### src/sftl_fifo.sv
// Two-entry queue between the hash front end and the probe engine.
// Stand-alone; carries an opaque payload word.

module sftl_fifo #(
    parameter int unsigned WIDTH = 8
) (
    input  logic             i_clk,
    input  logic             i_rst_n,
    input  logic             i_valid,
    output logic             o_ready,
    input  logic [WIDTH-1:0] i_data,
    output logic             o_valid,
    input  logic             i_ready,
    output logic [WIDTH-1:0] o_data
);

    logic [WIDTH-1:0] r_mem [2];
    logic             r_wp;
    logic             r_rp;
    logic [1:0]       r_cnt;
    logic             w_push;
    logic             w_pop;

    assign o_ready = (r_cnt != 2'd2);
    assign o_valid = (r_cnt != 2'd0);
    assign o_data  = r_mem[r_rp];
    assign w_push  = i_valid && o_ready;
    assign w_pop   = o_valid && i_ready;

    // Pointers and fill level.
    always_ff @(posedge i_clk) begin
        if (!i_rst_n) begin
            r_wp  <= 1'b0;
            r_rp  <= 1'b0;
            r_cnt <= 2'd0;
        end else begin
            if (w_push) begin
                r_wp <= ~r_wp;
            end
            if (w_pop) begin
                r_rp <= ~r_rp;
            end
            r_cnt <= r_cnt + {1'b0, w_push} - {1'b0, w_pop};
        end
    end

    // Storage.
    always_ff @(posedge i_clk) begin
        if (w_push) begin
            r_mem[r_wp] <= i_data;
        end
    end

endmodule

### config.mk
export PLATFORM = sky130hd
export DESIGN_NAME = sftl_fifo
export DESIGN_NICKNAME = d
export VERILOG_FILES = /design/src/sftl_fifo.sv
export SDC_FILE = /design/constraint.sdc
export NUM_CORES = 1
export LEC_CHECK = 0
export BUFFER_PORTS_ARGS = -buffer_cell sky130_fd_sc_hd__buf_2
export CAP_MARGIN = 5
export CORE_ASPECT_RATIO = 1.1
export CORE_MARGIN = 5
export CORE_UTILIZATION = 40
export CTS_CLUSTER_SIZE = 12
export DETAILED_ROUTE_END_ITERATION = 6
export GPL_TIMING_DRIVEN = 0
export PLACE_DENSITY = 0.73
export SLEW_MARGIN = 20
export SYNTH_ARGS = -nofsm -noshare
export SYNTH_HDL_FRONTEND = slang
export SYNTH_SLANG_ARGS = --single-unit
### constraint.sdc
create_clock -name i_clk -period 1.71 [get_ports i_clk]
set_clock_uncertainty 0.05 [all_clocks]
set_input_delay 0.0855 -clock i_clk [delete_from_list [all_inputs] [get_ports i_clk]]
set_output_delay 0.0855 -clock i_clk [all_outputs]
set_load 0.1 [all_outputs]
==> results.yml, run 1 <==
synth:
  synthesis.area_um2: 811
  synth-adder-area-share_pct: 3.09
  synth_compound_area_share_pct: 1.08
  synth_top_cell_area_share_pct: 59.3
  avgSynthCellArea_um2: 16.5
  synth_top_family_by_area: "multiplexers"
  yosysWarnings: 0
  synth_seq_cells: 21
  synth_cells: 49
  synth_xor_area_share_pct: 3.24
  syn_nets: 63
  ys_seq_area_share_pct: 71.6
  muxShareOfSynthArea_pct: 12.3
  synth_top_cell_by_area: "edfxtp_1"
  synth.distinct_cells: 16
  synth-simple-area-share_pct: 7.56
  synth_area_leaders: "edfxtp_1, dfxtp_1, mux2_2"
cells_and_area:
  final_cell_mix: "buf_2, edfxtp_1, mux2_2, dlygate4sd3_1"
  nFillCells: 173
  nets: 97
  area_delta_synth_final_pct: 35.3
  drive_gt1_share_pct: 52.4
  layout_commonest_cell: "buf_2"
  antenna_cells: 0
setup_path:
  worstPathRequired_ps: 1850
  worst-path-max-fanout: 4
  critPathTopFamily: "adder cells"
  reg2reg_from: "r_cnt[1]"
  r2r_slack_ps: 100
  path_class: "flip-flop to flip-flop"
  cp-start-kind: "flip-flop"
  cp_slowest_cell: "dfxtp_2"
  timing.rr.end: "r_cnt[1]"
  crit_arrival_ps: 1750
  reg2reg_depth: 7
  cp_cell_sequence: "o21a_2 > ha_4 > inv_2 > ha_2 > xnor2_2 > xnor2_1 > and2_1"
  endpoint_kind: "flip-flop"
  worst-path-buf-inv: 1
  cpPeakStageDelay_ps: 370
detailed_routing:
  drt-met1-wl_um: 481
  ant_nets: 0
  viasPerCell: 4.38
  drc: 0
  top_layer: "met4"
  drtIter0Drc: 3
  wl_met2_um: 645
  wl_per_cell_um: 11.0
  route.met3.wl_um: 78
  first_pass_iters: 4
  via_count: 482
  wl_um: 1210
floorplanning:
  die_y_um: 57.2
  die-area_um2: 3030
  io-pin-count: 22
  die_w_um: 52.9
  core_um2: 1980
  rows: 17
  start_util_pct: 41.0
timing:
  rsz0062_at_grt: "false"
  post-route-period-util_pct: 94.2
  hold_viol: 0
  worst_slew_margin_rel_pct: 53.8
  setup_violations: 0
  worstMarginPinSlew_ps: 691
  max_freq_mhz: 620
  setup_tns_ps: 0
  period_minus_slack_ps: 1610
  drv_slew: 0
grt:
  grt_max_degree: 12
  grt_overflow: 0
  antenna_found_initial: 0
  grt_use_total_pct: 8.86
  grt_pass1_vias: 510
  grt_pass1_wl_um: 2010
min_path:
  whs_endpoint: "r_cnt[0]"
  min_path_cells: 2
  hp-start: "i_rst_n"
  hp-class: "primary input to flip-flop"
clocking:
  post_cts_buffers: 0
  cts_max_level: 1
  insertion_delay_ps: 280
  cts_root_buf: "clkbuf_4"
  cts_inserted_buffers: 3
  ctsLongestPathBuffers: 2
  cts_tree: "done"
  clk_pin_slew_ps: 100
  cts_sinks: 21
flow_run:
  drv_cap: 0
placement:
  gp_congestion: 0.650
  port_buffers: 21
  hpwlAfterDp_um: 906
status:
  outcome: "complete, no violations"
## cell usage after synthesis
| cell | instances |
|---|---|
| mux2i_1 | 1 |
| dfxtp_1 | 5 |
| and2_1 | 2 |
| ha_1 | 2 |
| or2_2 | 1 |
| mux2_2 | 8 |
| nand2_1 | 2 |
| nor2b_1 | 2 |
| inv_1 | 1 |
| xnor2_1 | 3 |
| edfxtp_1 | 16 |
| buf_2 | 1 |
| nor2_1 | 1 |
| and3_1 | 1 |
| nand2b_1 | 2 |
| o21a_2 | 1 |
## metal layers
layer,track usage (%),up-vias
met3,1.57,2
met4,3.28,0
li1,-,241
met2,16.8,15
met5,0,-
met1,9.36,224
## sequential cells by signal (all words and copies together), names as in the netlist, named ones only
| register | flops |
|---|---|
| r_rp | 1 |
| r_wp | 1 |
| r_cnt | 2 |
| r_mem | 16 |
## repair_timing
action,in CTS,in global routing
endpoints found under the setup margin,0,1
gates resized for setup,0,1
hold endpoints to repair,16,0
hold buffers,8,0
## cell families after synthesis
group | after synthesis
mux | 9
fa+ha+maj | 2
compound gates | 1
buf+inv | 2
simple gates | 11
flops | 21
xor+xnor | 3
## through the flow
step                hold slack [ps]  setup WS [ps]  std cells  instance area (µm²)  util, %
finish                         29.6           98.4        110                 1100     55.5
global route                   31.4           42.9        110                 1100     55.5
global placement                224           95.0         98                  990     50.0
CTS                            23.9           55.6        110                 1100     55.4
floorplan                       134          -33.4         49                  850        -
detailed placement              227           68.7         98                  990     50.0
## worst max path at each step
stage / depth (start not counted) / start / slack, ps / end
global route: 7 / r_cnt[1] / 40 / r_cnt[1]
CTS: 7 / r_cnt[1] / 60 / r_cnt[1]
finish: 7 / r_cnt[1] / 100 / r_cnt[1]
floorplan: 8 / r_cnt[0] / -30 / r_cnt[1]
detailed placement: 7 / r_cnt[1] / 70 / r_cnt[1]
global placement: 7 / r_cnt[1] / 90 / r_cnt[1]
## area by class of cell
cell class | count | area (µm²) | area share [%]
clock buffers | 4 | 26.3 | 2.39
multi-input cells | 26 | 259 | 23.6
inverters | 1 | 3.75 | 0.342
well taps | 28 | 35.0 | 3.19
plain buffers | 1 | 5.00 | 0.456
flip-flops and latches | 21 | 583 | 53.1
repair buffers | 29 | 185 | 16.9
Power of run 1 is left out: the tool's default activity adds up to more than one toggle a clock period on the data nets, which glitch-free logic cannot reach.
==> run 2, diff against run 1 <==
Settings changed: ABC_AREA from default to 1, PLACE_DENSITY 0.73 to 0.72.
==> run 2 against run 1 <==
  * Utilization grew 0.66 points
  * Via count is 12% higher
  * Area after synthesis increased by 7.6%
  * Highest routed layer is now met3
  * Synthesized cell count up 24%
  * Critical path depth rose by 1
==> results.yml, run 2 <==
synth:
  synth_seq_cells: 21
  synth_area_leaders: "edfxtp_1, mux2_4, dfxtp_1"
  syn_nets: 75
  synth_top_cell_by_area: "edfxtp_1"
  synthesis.area_um2: 872
  synth_top_cell_area_share_pct: 55.1
  yosys_most_used_dff: "edfxtp_1"
  synth_cells: 61
  synth.distinct_cells: 14
  avgSynthCellArea_um2: 14.3
  yosysMostFrequentCell: "edfxtp_1"
  synth_enable_flop_cells: 16
  yosysWarnings: 0
  ys_seq_area_share_pct: 66.6
  async_reset_ff_share_pct: 0
  ys_top_cells_by_count: "edfxtp_1, mux2_4, inv_1, nand2_1, nor2_1"
timing:
  setup_violations: 0
  hold_viol: 0
  setup_tns_ps: 0
  worstMarginPinSlew_ps: 492
  period_minus_slack_ps: 1570
  worst_slew_margin_rel_pct: 67.4
  post-route-period-util_pct: 92.1
  drv_slew: 0
  rsz0062_at_grt: "false"
  max_freq_mhz: 635
  whs_ps: 38.4
clocking:
  cts_sinks: 21
  cts_max_level: 1
  ctsLongestPathBuffers: 2
  cts_tree: "done"
  insertion_delay_ps: 290
  cts_inserted_buffers: 3
  clk_pin_slew_ps: 110
  cts_root_buf: "clkbuf_4"
setup_path:
  cp-start-kind: "flip-flop"
  cp_common_cell: "ha_1"
  path_class: "flip-flop to flip-flop"
  crit_arrival_ps: 1720
  cpPeakStageDelay_ps: 510
  worst-path-max-fanout: 4
  worstPathRequired_ps: 1850
  cp_cell_sequence: "nor2_2 > nor2_4 > ha_1 > inv_1 > ha_1 > nand2_1 > a21oi_1 > nor2_1"
  endpoint_kind: "flip-flop"
  cp_slowest_cell: "dfxtp_1"
grt:
  grt_overflow: 0
  grt_use_total_pct: 9.15
  grt_pass1_vias: 538
  grt_pass1_wl_um: 2130
  antenna_found_initial: 0
  grt_max_degree: 12
detailed_routing:
  drc: 0
  wl_um: 1300
  viasPerCell: 4.38
  first_pass_iters: 2
  via_count: 539
  wl_per_cell_um: 10.5
  ant_nets: 0
  drtIter0Drc: 4
cells_and_area:
  top_regs: "r_mem x16, r_cnt x2"
  top_register: "r_mem"
  antenna_cells: 0
  nFillCells: 190
  nets: 110
  regArea_um2: 582
  multiInputGateArea_um2: 270
  drive_gt1_share_pct: 42.1
  final_cell_mix: "buf_2, edfxtp_1, dlygate4sd3_1, mux2_4"
  largest_reg_flops: 16
  utilization_pct: 56.1
  layout_commonest_cell: "buf_2"
  area_delta_synth_final_pct: 31.4
floorplanning:
  core_um2: 2040
  io-pin-count: 22
  die_y_um: 59.0
  die_w_um: 54.5
  start_util_pct: 42.7
  die-area_um2: 3220
  rows: 17
status:
  outcome: "complete, no violations"
placement:
  gp_congestion: 0.713
  hpwlAfterDp_um: 971
  port_buffers: 21
min_path:
  hp-class: "primary input to flip-flop"
flow_run:
  drv_cap: 0
-- run 2: cell count changes after synthesis, sizes merged, moves of 3 or more --
cell,previous run,this run
nand2,2,9
nor2,1,8
inv,1,7
nand3,0,3
xnor2,3,0
-- run 2: repair_timing --
action                                 in CTS  in global routing
buffers inserted                            0                  0
endpoints found under the hold margin      19                  0
hold buffers                                9                  0
resized for setup                           0                  2
setup endpoints to repair                   0                  9
-- run 2: area by class of cell --
type                            instances  area share (%)
Clock buffer                            4            2.29
Buffer                                  1           0.983
Inverter                                7            2.29
Tap cell                               28            3.06
Multi-Input combinational cell         32            23.6
Timing Repair Buffer                   30            17.0
Sequential cell                        21            50.8
-- run 2: cell families (layout without fill, tap and decap cells) --
| group | Yosys count | after routing | share of synthesized area [%] |
|---|---|---|---|
| muxes | 8 | 8 | 13.8 |
| and+or+nand+nor | 20 | 20 | 11.3 |
| DFF | 21 | 21 | 66.6 |
| AOI/OAI and AO/OA | 2 | 2 | 1.15 |
| buffers and inverters | 8 | 42 | 4.30 |
| adders and majority gates | 2 | 2 | 2.87 |
-- run 2: through the flow --
stage | worst slack, ps | instances | instance area [µm²]
after CTS | 84.5 | 123 | 1140
after global placement | 119 | 110 | 1030
after floorplan | 64.6 | 61 | 886
final | 135 | 123 | 1150
after detailed placement | 100 | 110 | 1030
after global routing | 17.9 | 123 | 1150
-- run 2: worst paths after layout --
path	from	end	slack (ps)	cells after the start
setup / recovery	r_cnt[1]	r_cnt[1]	140	8
hold / removal	i_valid	r_wp	40	3
setup reg to reg	r_cnt[1]	r_cnt[1]	140	8
hold reg to reg	r_rp	flip-flop	470	2
-- run 2: routing by layer --
metal	part of all wire, %	GRT usage (%)	vias up
met2	49	16.6	16
met3	7.8	2.52	0
met1	43	9.89	245
met5	0	0	-
met4	0	3.20	0
li1	-	-	278
-- run 2: worst max-delay path, delay by kind of cell (launching register included) --
family | cells | cell delay [ps]
flip-flops | 1 | 510
adder cells (fa/ha/maj) | 2 | 380
AND/OR/NAND/NOR | 4 | 330
AO/OA/AOI/OAI | 1 | 160
buffers and inverters | 1 | 50
Power of run 2 is left out for the same reason.
