`src/sftl_pkg.sv`:
```
// Shared types and constants for the symmetric flow table lookup.
// Used by sftl_hash, sftl_probe and the top module; depends on nothing else.

package sftl_pkg;

    // Default table and probe geometry.
    localparam int unsigned DEF_TABLE_SLOTS = 65536;
    localparam int unsigned DEF_PROBE_LIMIT = 16;

    // Size register: reset value, lower clamp and word index on the port.
    localparam logic [4:0] LOG2_RESET = 5'd16;
    localparam logic [4:0] LOG2_MIN   = 5'd10;
    localparam logic       REG_TABLE_SIZE_LOG2 = 1'b0;

    // FNV-1a-64 constants; the prime is 2^40 + 0x1B3.
    localparam logic [63:0] FNV_BASIS    = 64'hCBF2_9CE4_8422_2325;
    localparam logic [8:0]  FNV_PRIME_LO = 9'h1B3;
    localparam int unsigned FNV_PRIME_SH = 40;

    // Splitmix64 finalizer multipliers.
    localparam logic [63:0] MIX_C1 = 64'hBF58_476D_1CE4_E5B9;
    localparam logic [63:0] MIX_C2 = 64'h94D0_49BB_1331_11EB;

    // One packet 5-tuple.
    typedef struct packed {
        logic        is_ipv6;
        logic [7:0]  protocol;
        logic [63:0] src_addr_hi;
        logic [63:0] src_addr_lo;
        logic [63:0] dst_addr_hi;
        logic [63:0] dst_addr_lo;
        logic [15:0] sport;
        logic [15:0] dport;
    } t_key;

    // One table slot as stored in memory.
    typedef struct packed {
        logic valid;
        t_key key;
    } t_entry;

endpackage

```
`src/sftl_hash.sv`:
```
// Front end: accepts a 5-tuple and computes its direction-symmetric 64-bit hash.
// Uses sftl_pkg for the key type and the hash constants.

module sftl_hash (
    input  logic            i_clk,
    input  logic            i_rst_n,
    input  logic            i_valid,
    output logic            o_ready,
    input  sftl_pkg::t_key  i_key,
    output logic            o_valid,
    input  logic            i_ready,
    output sftl_pkg::t_key  o_key,
    output logic [63:0]     o_hash
);

    typedef enum logic [2:0] {
        ST_IDLE,
        ST_FNV,
        ST_MIX,
        ST_COMB,
        ST_DONE
    } t_state;

    // Which hash pass is running.
    localparam logic [1:0] PASS_SRC   = 2'd0;
    localparam logic [1:0] PASS_DST   = 2'd1;
    localparam logic [1:0] PASS_FINAL = 2'd2;

    t_state         r_state;
    logic [1:0]     r_pass;
    logic [3:0]     r_k;
    logic [3:0]     r_ms;
    logic [63:0]    r_x;
    logic [63:0]    r_acc;
    logic [63:0]    r_a;
    sftl_pkg::t_key r_key;

    logic [63:0] w_hi;
    logic [63:0] w_lo;
    logic [63:0] w_word;
    logic [15:0] w_port;
    logic [5:0]  w_bidx;
    logic [7:0]  w_byte;
    logic [63:0] w_x1;
    logic [63:0] w_small;
    logic [63:0] w_fnv;
    logic [3:0]  w_last;
    logic [63:0] w_c;
    logic [31:0] w_mul_a;
    logic [31:0] w_mul_b;
    logic [63:0] w_prod;

    // Address and port of the side being hashed.
    always_comb begin
        if (r_pass == PASS_DST) begin
            w_hi   = r_key.dst_addr_hi;
            w_lo   = r_key.dst_addr_lo;
            w_port = r_key.dport;
        end else begin
            w_hi   = r_key.src_addr_hi;
            w_lo   = r_key.src_addr_lo;
            w_port = r_key.sport;
        end
    end

    // One FNV-1a byte step; the prime multiply is a shift plus a small product.
    assign w_word  = r_k[3] ? w_lo : w_hi;
    assign w_bidx  = {3'd7 - r_k[2:0], 3'b000};
    assign w_byte  = w_word[w_bidx +: 8];
    assign w_x1    = r_x ^ {56'd0, w_byte};
    assign w_small = w_x1 * 64'(sftl_pkg::FNV_PRIME_LO);
    assign w_fnv   = (w_x1 << sftl_pkg::FNV_PRIME_SH) + w_small;
    assign w_last  = r_key.is_ipv6 ? 4'd15 : 4'd3;

    // One 32x32 partial product per cycle for the finalizer multiplies.
    assign w_c     = (r_ms <= 4'd3) ? sftl_pkg::MIX_C1 : sftl_pkg::MIX_C2;
    assign w_mul_a = (r_ms == 4'd3 || r_ms == 4'd7) ? r_x[63:32] : r_x[31:0];
    assign w_mul_b = (r_ms == 4'd2 || r_ms == 4'd6) ? w_c[63:32] : w_c[31:0];
    assign w_prod  = w_mul_a * w_mul_b;

    // Sequencer: source pass, destination pass, combine, final mix.
    always_ff @(posedge i_clk) begin
        if (!i_rst_n) begin
            r_state <= ST_IDLE;
            r_pass  <= PASS_SRC;
            r_k     <= '0;
            r_ms    <= '0;
        end else begin
            case (r_state)
                ST_IDLE: begin
                    if (i_valid) begin
                        r_key   <= i_key;
                        r_pass  <= PASS_SRC;
                        r_k     <= '0;
                        r_x     <= sftl_pkg::FNV_BASIS;
                        r_state <= ST_FNV;
                    end
                end
                ST_FNV: begin
                    if (r_k == w_last) begin
                        r_x     <= w_fnv ^ {48'd0, w_port};
                        r_ms    <= '0;
                        r_state <= ST_MIX;
                    end else begin
                        r_x <= w_fnv;
                        r_k <= r_k + 4'd1;
                    end
                end
                ST_MIX: begin
                    r_ms <= r_ms + 4'd1;
                    case (r_ms)
                        4'd0:       r_x   <= r_x ^ (r_x >> 30);
                        4'd1, 4'd5: r_acc <= w_prod;
                        4'd2, 4'd6: r_acc <= r_acc + {w_prod[31:0], 32'd0};
                        4'd3, 4'd7: r_x   <= r_acc + {w_prod[31:0], 32'd0};
                        4'd4:       r_x   <= r_x ^ (r_x >> 27);
                        4'd8: begin
                            if (r_pass == PASS_SRC) begin
                                r_a     <= r_x ^ (r_x >> 31);
                                r_pass  <= PASS_DST;
                                r_k     <= '0;
                                r_x     <= sftl_pkg::FNV_BASIS;
                                r_state <= ST_FNV;
                            end else if (r_pass == PASS_DST) begin
                                r_x     <= r_x ^ (r_x >> 31);
                                r_state <= ST_COMB;
                            end else begin
                                r_x     <= r_x ^ (r_x >> 31);
                                r_state <= ST_DONE;
                            end
                        end
                        default: r_x <= r_x;
                    endcase
                end
                ST_COMB: begin
                    r_x     <= (r_a ^ r_x) + (r_a & r_x) + {56'd0, r_key.protocol};
                    r_pass  <= PASS_FINAL;
                    r_ms    <= '0;
                    r_state <= ST_MIX;
                end
                ST_DONE: begin
                    if (i_ready) begin
                        r_state <= ST_IDLE;
                    end
                end
                default: r_state <= ST_IDLE;
            endcase
        end
    end

    assign o_ready = (r_state == ST_IDLE);
    assign o_valid = (r_state == ST_DONE);
    assign o_key   = r_key;
    assign o_hash  = r_x;

endmodule

```
`config.mk`:
```
export PLATFORM = sky130hd
export DESIGN_NAME = sftl_hash
export DESIGN_NICKNAME = d
export VERILOG_FILES = /design/src/sftl_pkg.sv /design/src/sftl_hash.sv
export SDC_FILE = /design/constraint.sdc
export NUM_CORES = 2
export LEC_CHECK = 0
export BUFFER_PORTS_ARGS = -buffer_cell sky130_fd_sc_hd__buf_4
export CAP_MARGIN = 20
export CORE_MARGIN = 5
export CORE_UTILIZATION = 25
export CTS_BUF_LIST = sky130_fd_sc_hd__clkbuf_16
export DETAILED_ROUTE_END_ITERATION = 8
export HOLD_SLACK_MARGIN = 0.06
export PLACE_DENSITY = 0.4
export SLEW_MARGIN = 25
export SYNTH_ARGS = -nofsm -noshare
export SYNTH_HDL_FRONTEND = slang
export SYNTH_SLANG_ARGS = --single-unit
```
`constraint.sdc`:
```
create_clock -name i_clk -period 9.5 [get_ports i_clk]
set_input_delay 0.95 -clock i_clk [delete_from_list [all_inputs] [get_ports i_clk]]
set_output_delay 0.95 -clock i_clk [all_outputs]
set_load 0.01 [all_outputs]
```
==> results_dict.tcl <==
set metrics [dict create \
    seq_area_frac_synth_pct 21.4 \
    routed_wl_mm 348 \
    finish.net_count 10600 \
    multi_input_area_mm2 0.0508 \
    rsz0062_at_grt "true" \
    die_x_um 539 \
    htreeDepth 3 \
    timing.fmax_mhz 105 \
    synth_cells 6837 \
    floorplan.initialDensity_pct 25.1 \
    yosys_warnings 0 \
    worst_pin_slew_ns 1.08 \
    critical_path_arrival_ns 9.94 \
    synth_flop_cell "edfxtp_1" \
    cp-start-kind "flop" \
    ys_top_cells_by_area "fa_1 31%, edfxtp_1 21%, ha_1 13%" \
    cp.required_ns 9.89 \
    cts-buffers-inserted 69 \
    drive_gt1_share_pct 29.6 \
    cpMostUsedCell "fa_1" \
    worstSetupEndpointType "flop" \
    clk_pin_slew_ns 0.06 \
    seq_area_mm2 0.0150 \
    core.rowCount 194 \
    port_buffers 663 \
    worst_hold_slack_ns 0.449 \
    wl_per_cell_um 28.4 \
    finalWorstSetupSlack_ns -0.0504 \
    overflow 0 \
    cts_root_buf "clkbuf_16" \
    final-setup-viol-count 3 \
    crit_fanout 5 \
    synthMostInstantiatedCell "inv_1" \
    areaGrowthSynthToFinish_pct 33.2 \
    synth_cell_type_count 92 \
    clock_latency_ns 0.69 \
    fin_crit_sh_pct 101 \
    synth_seq_cells 502 \
    avgSynthCellArea_um2 10.2 \
    cts_buffer_depth 3 \
    synth_top_area_share_pct 30.8 \
    grt_pass1_vias 61600 \
    slowest_delay_ns 0.60 \
    status "finished with violations" \
    slew_violations 0 \
    synth_common_cells "1,515 x inv_1, 1,076 x fa_1, 719 x ha_1, 489 x edfxtp_1, 463 x nor2_1" \
    coreArea_mm2 0.279 \
    dr.pass1.iters 5 \
    slowest_stage "fa_2" \
    drv_cap 0 \
    async_flop_share_pct 0 \
    drtIter0Drc 4535 \
    fillers 28700 \
    yosys.area.top_type "fa_1" \
    cts_tree "built" \
    clock-sinks 502 \
    crit_type "flop to flop" \
    slew_headroom_pct 28.0 \
    pin_count 664 \
    final_hold_viol_count 0 \
    hold_path.class "primary input to flop" \
    syn-cell-area_mm2 0.0699 \
    synth_edf_count 489 \
    vias 58000 \
    grt_pass1_wl_mm 481 \
    violations "negative setup slack" \
    final.setup_skew_ns 0.0727 \
    dp_hpwl_mm 296 \
    grt_max_degree 150 \
    period_needed_ns 9.55 \
    final_cells 12300 \
    dieArea_mm2 0.290 \
    die_h_um 539 \
    synth_fp_nets 8933 \
    grt.total_usage_pct 23.2 \
    dp_cells 11900 \
    place.gp.congestion 0.956 \
    drc 0 \
    routed_via_density 4.72 \
    antenna_found_initial 40 \
    ant_nets 0 \
]
[flip-flops by register name (all words and copies together) (netlist names)]
name	count
r_state	3
o_key	297
r_pass	2
r_ms	4
r_k	4
r_a	64
o_hash	64
r_acc	64
[kinds of logic (layout without fill, tap and decap cells)]
kind of cell | count (synthesis) | in the layout | share of synthesized area [%]
muxes | 100 | 100 | 2.87
buffers and inverters | 1774 | 3473 | 9.56
xor gates and xnor gates | 338 | 338 | 4.24
other | 1 | 15 | 0.00537
adders and majority gates | 1795 | 1795 | 43.7
AOI/OAI and AO/OA | 1100 | 1100 | 10.1
and+or+nand+nor | 1227 | 1228 | 8.12
DFF | 502 | 502 | 21.4
[final cells by class]
class	count	area share (%)
inverter	1522	6.16
clock inverter	55	0.616
timing repair buffer	1824	15.6
antenna	14	0.0377
tap	3724	5.01
sequential	502	16.1
clock buffer	72	1.94
multi-input combinational	4562	54.6
[stage by stage]
stage | setup slack [ns] | utilization [%] | instance area (um2) | setup TNS, ns
after floorplan | -0.0177 | - | 70000 | -0.0177
after global placement | -0.806 | 31.0 | 86400 | -13.73
after detailed placement | -0.824 | 31.0 | 86400 | -14.26
after CTS | -0.197 | 32.8 | 91400 | -0.584
after global routing | -0.386 | 33.4 | 93000 | -5.40
final | -0.0504 | 33.4 | 93000 | -0.0896
[worst max-delay path: cells and delay by family, from the launching register on]
kind | cells | cell delay [ns]
flip-flops | 1 | 0.37
multiplexers | 1 | 0.16
adder cells (fa/ha/maj) | 11 | 4.88
buffers and inverters | 11 | 1.48
XOR/XNOR | 2 | 0.42
AND/OR/NAND/NOR | 4 | 0.57
AO/OA/AOI/OAI | 7 | 1.39
[per-layer routing]
metal | routed length [um] | GRT usage [%]
met1 | 156000 | 32.0
met4 | 9900 | 5.69
met5 | 13 | 0
met2 | 163000 | 38.2
met3 | 19800 | 3.47
[timing repair]
action / in CTS / in global routing
resized for setup: 352 / 245
setup buffers: 149 / 54
endpoints found under the hold margin: 0 / 0
gates cloned: 6 / 5
hold buffers: 0 / 0
setup endpoints to repair: 39 / 142
pin swaps: 197 / 173
[final timing paths]
path	from	to	slack (ns)	cells after the start
setup / recovery	r_ms[0]$_SDFFE_PN0P_	o_hash[63]$_DFFE_PP_	-0.05	36
hold / removal	i_key[261]	o_key[261]$_DFFE_PP_	0.45	1
setup reg to reg	r_ms[0]$_SDFFE_PN0P_	o_hash[63]$_DFFE_PP_	-0.05	36
hold reg to reg	r_state[1]$_SDFFE_PN0P_	r_pass[1]$_SDFFE_PN0P_	0.57	2
[cells in the final DEF (no fill, tap or decap), types with 47 or more instances in the layout]
master,n
a21o_1,145
a21oi_1,293
and2_1,103
buf_4,1742
clkbuf_16,76
edfxtp_1,489
fa_1,1028
fa_2,48
ha_1,676
inv_1,1471
inv_2,47
mux4_2,80
nand2_1,267
nand4_1,58
nor2_1,380
nor2_2,48
o21ai_0,189
xnor2_1,173
xor2_1,135
Power is not shown: default switching activity piles up to over one toggle a cycle in this logic, so the estimate is an artifact.
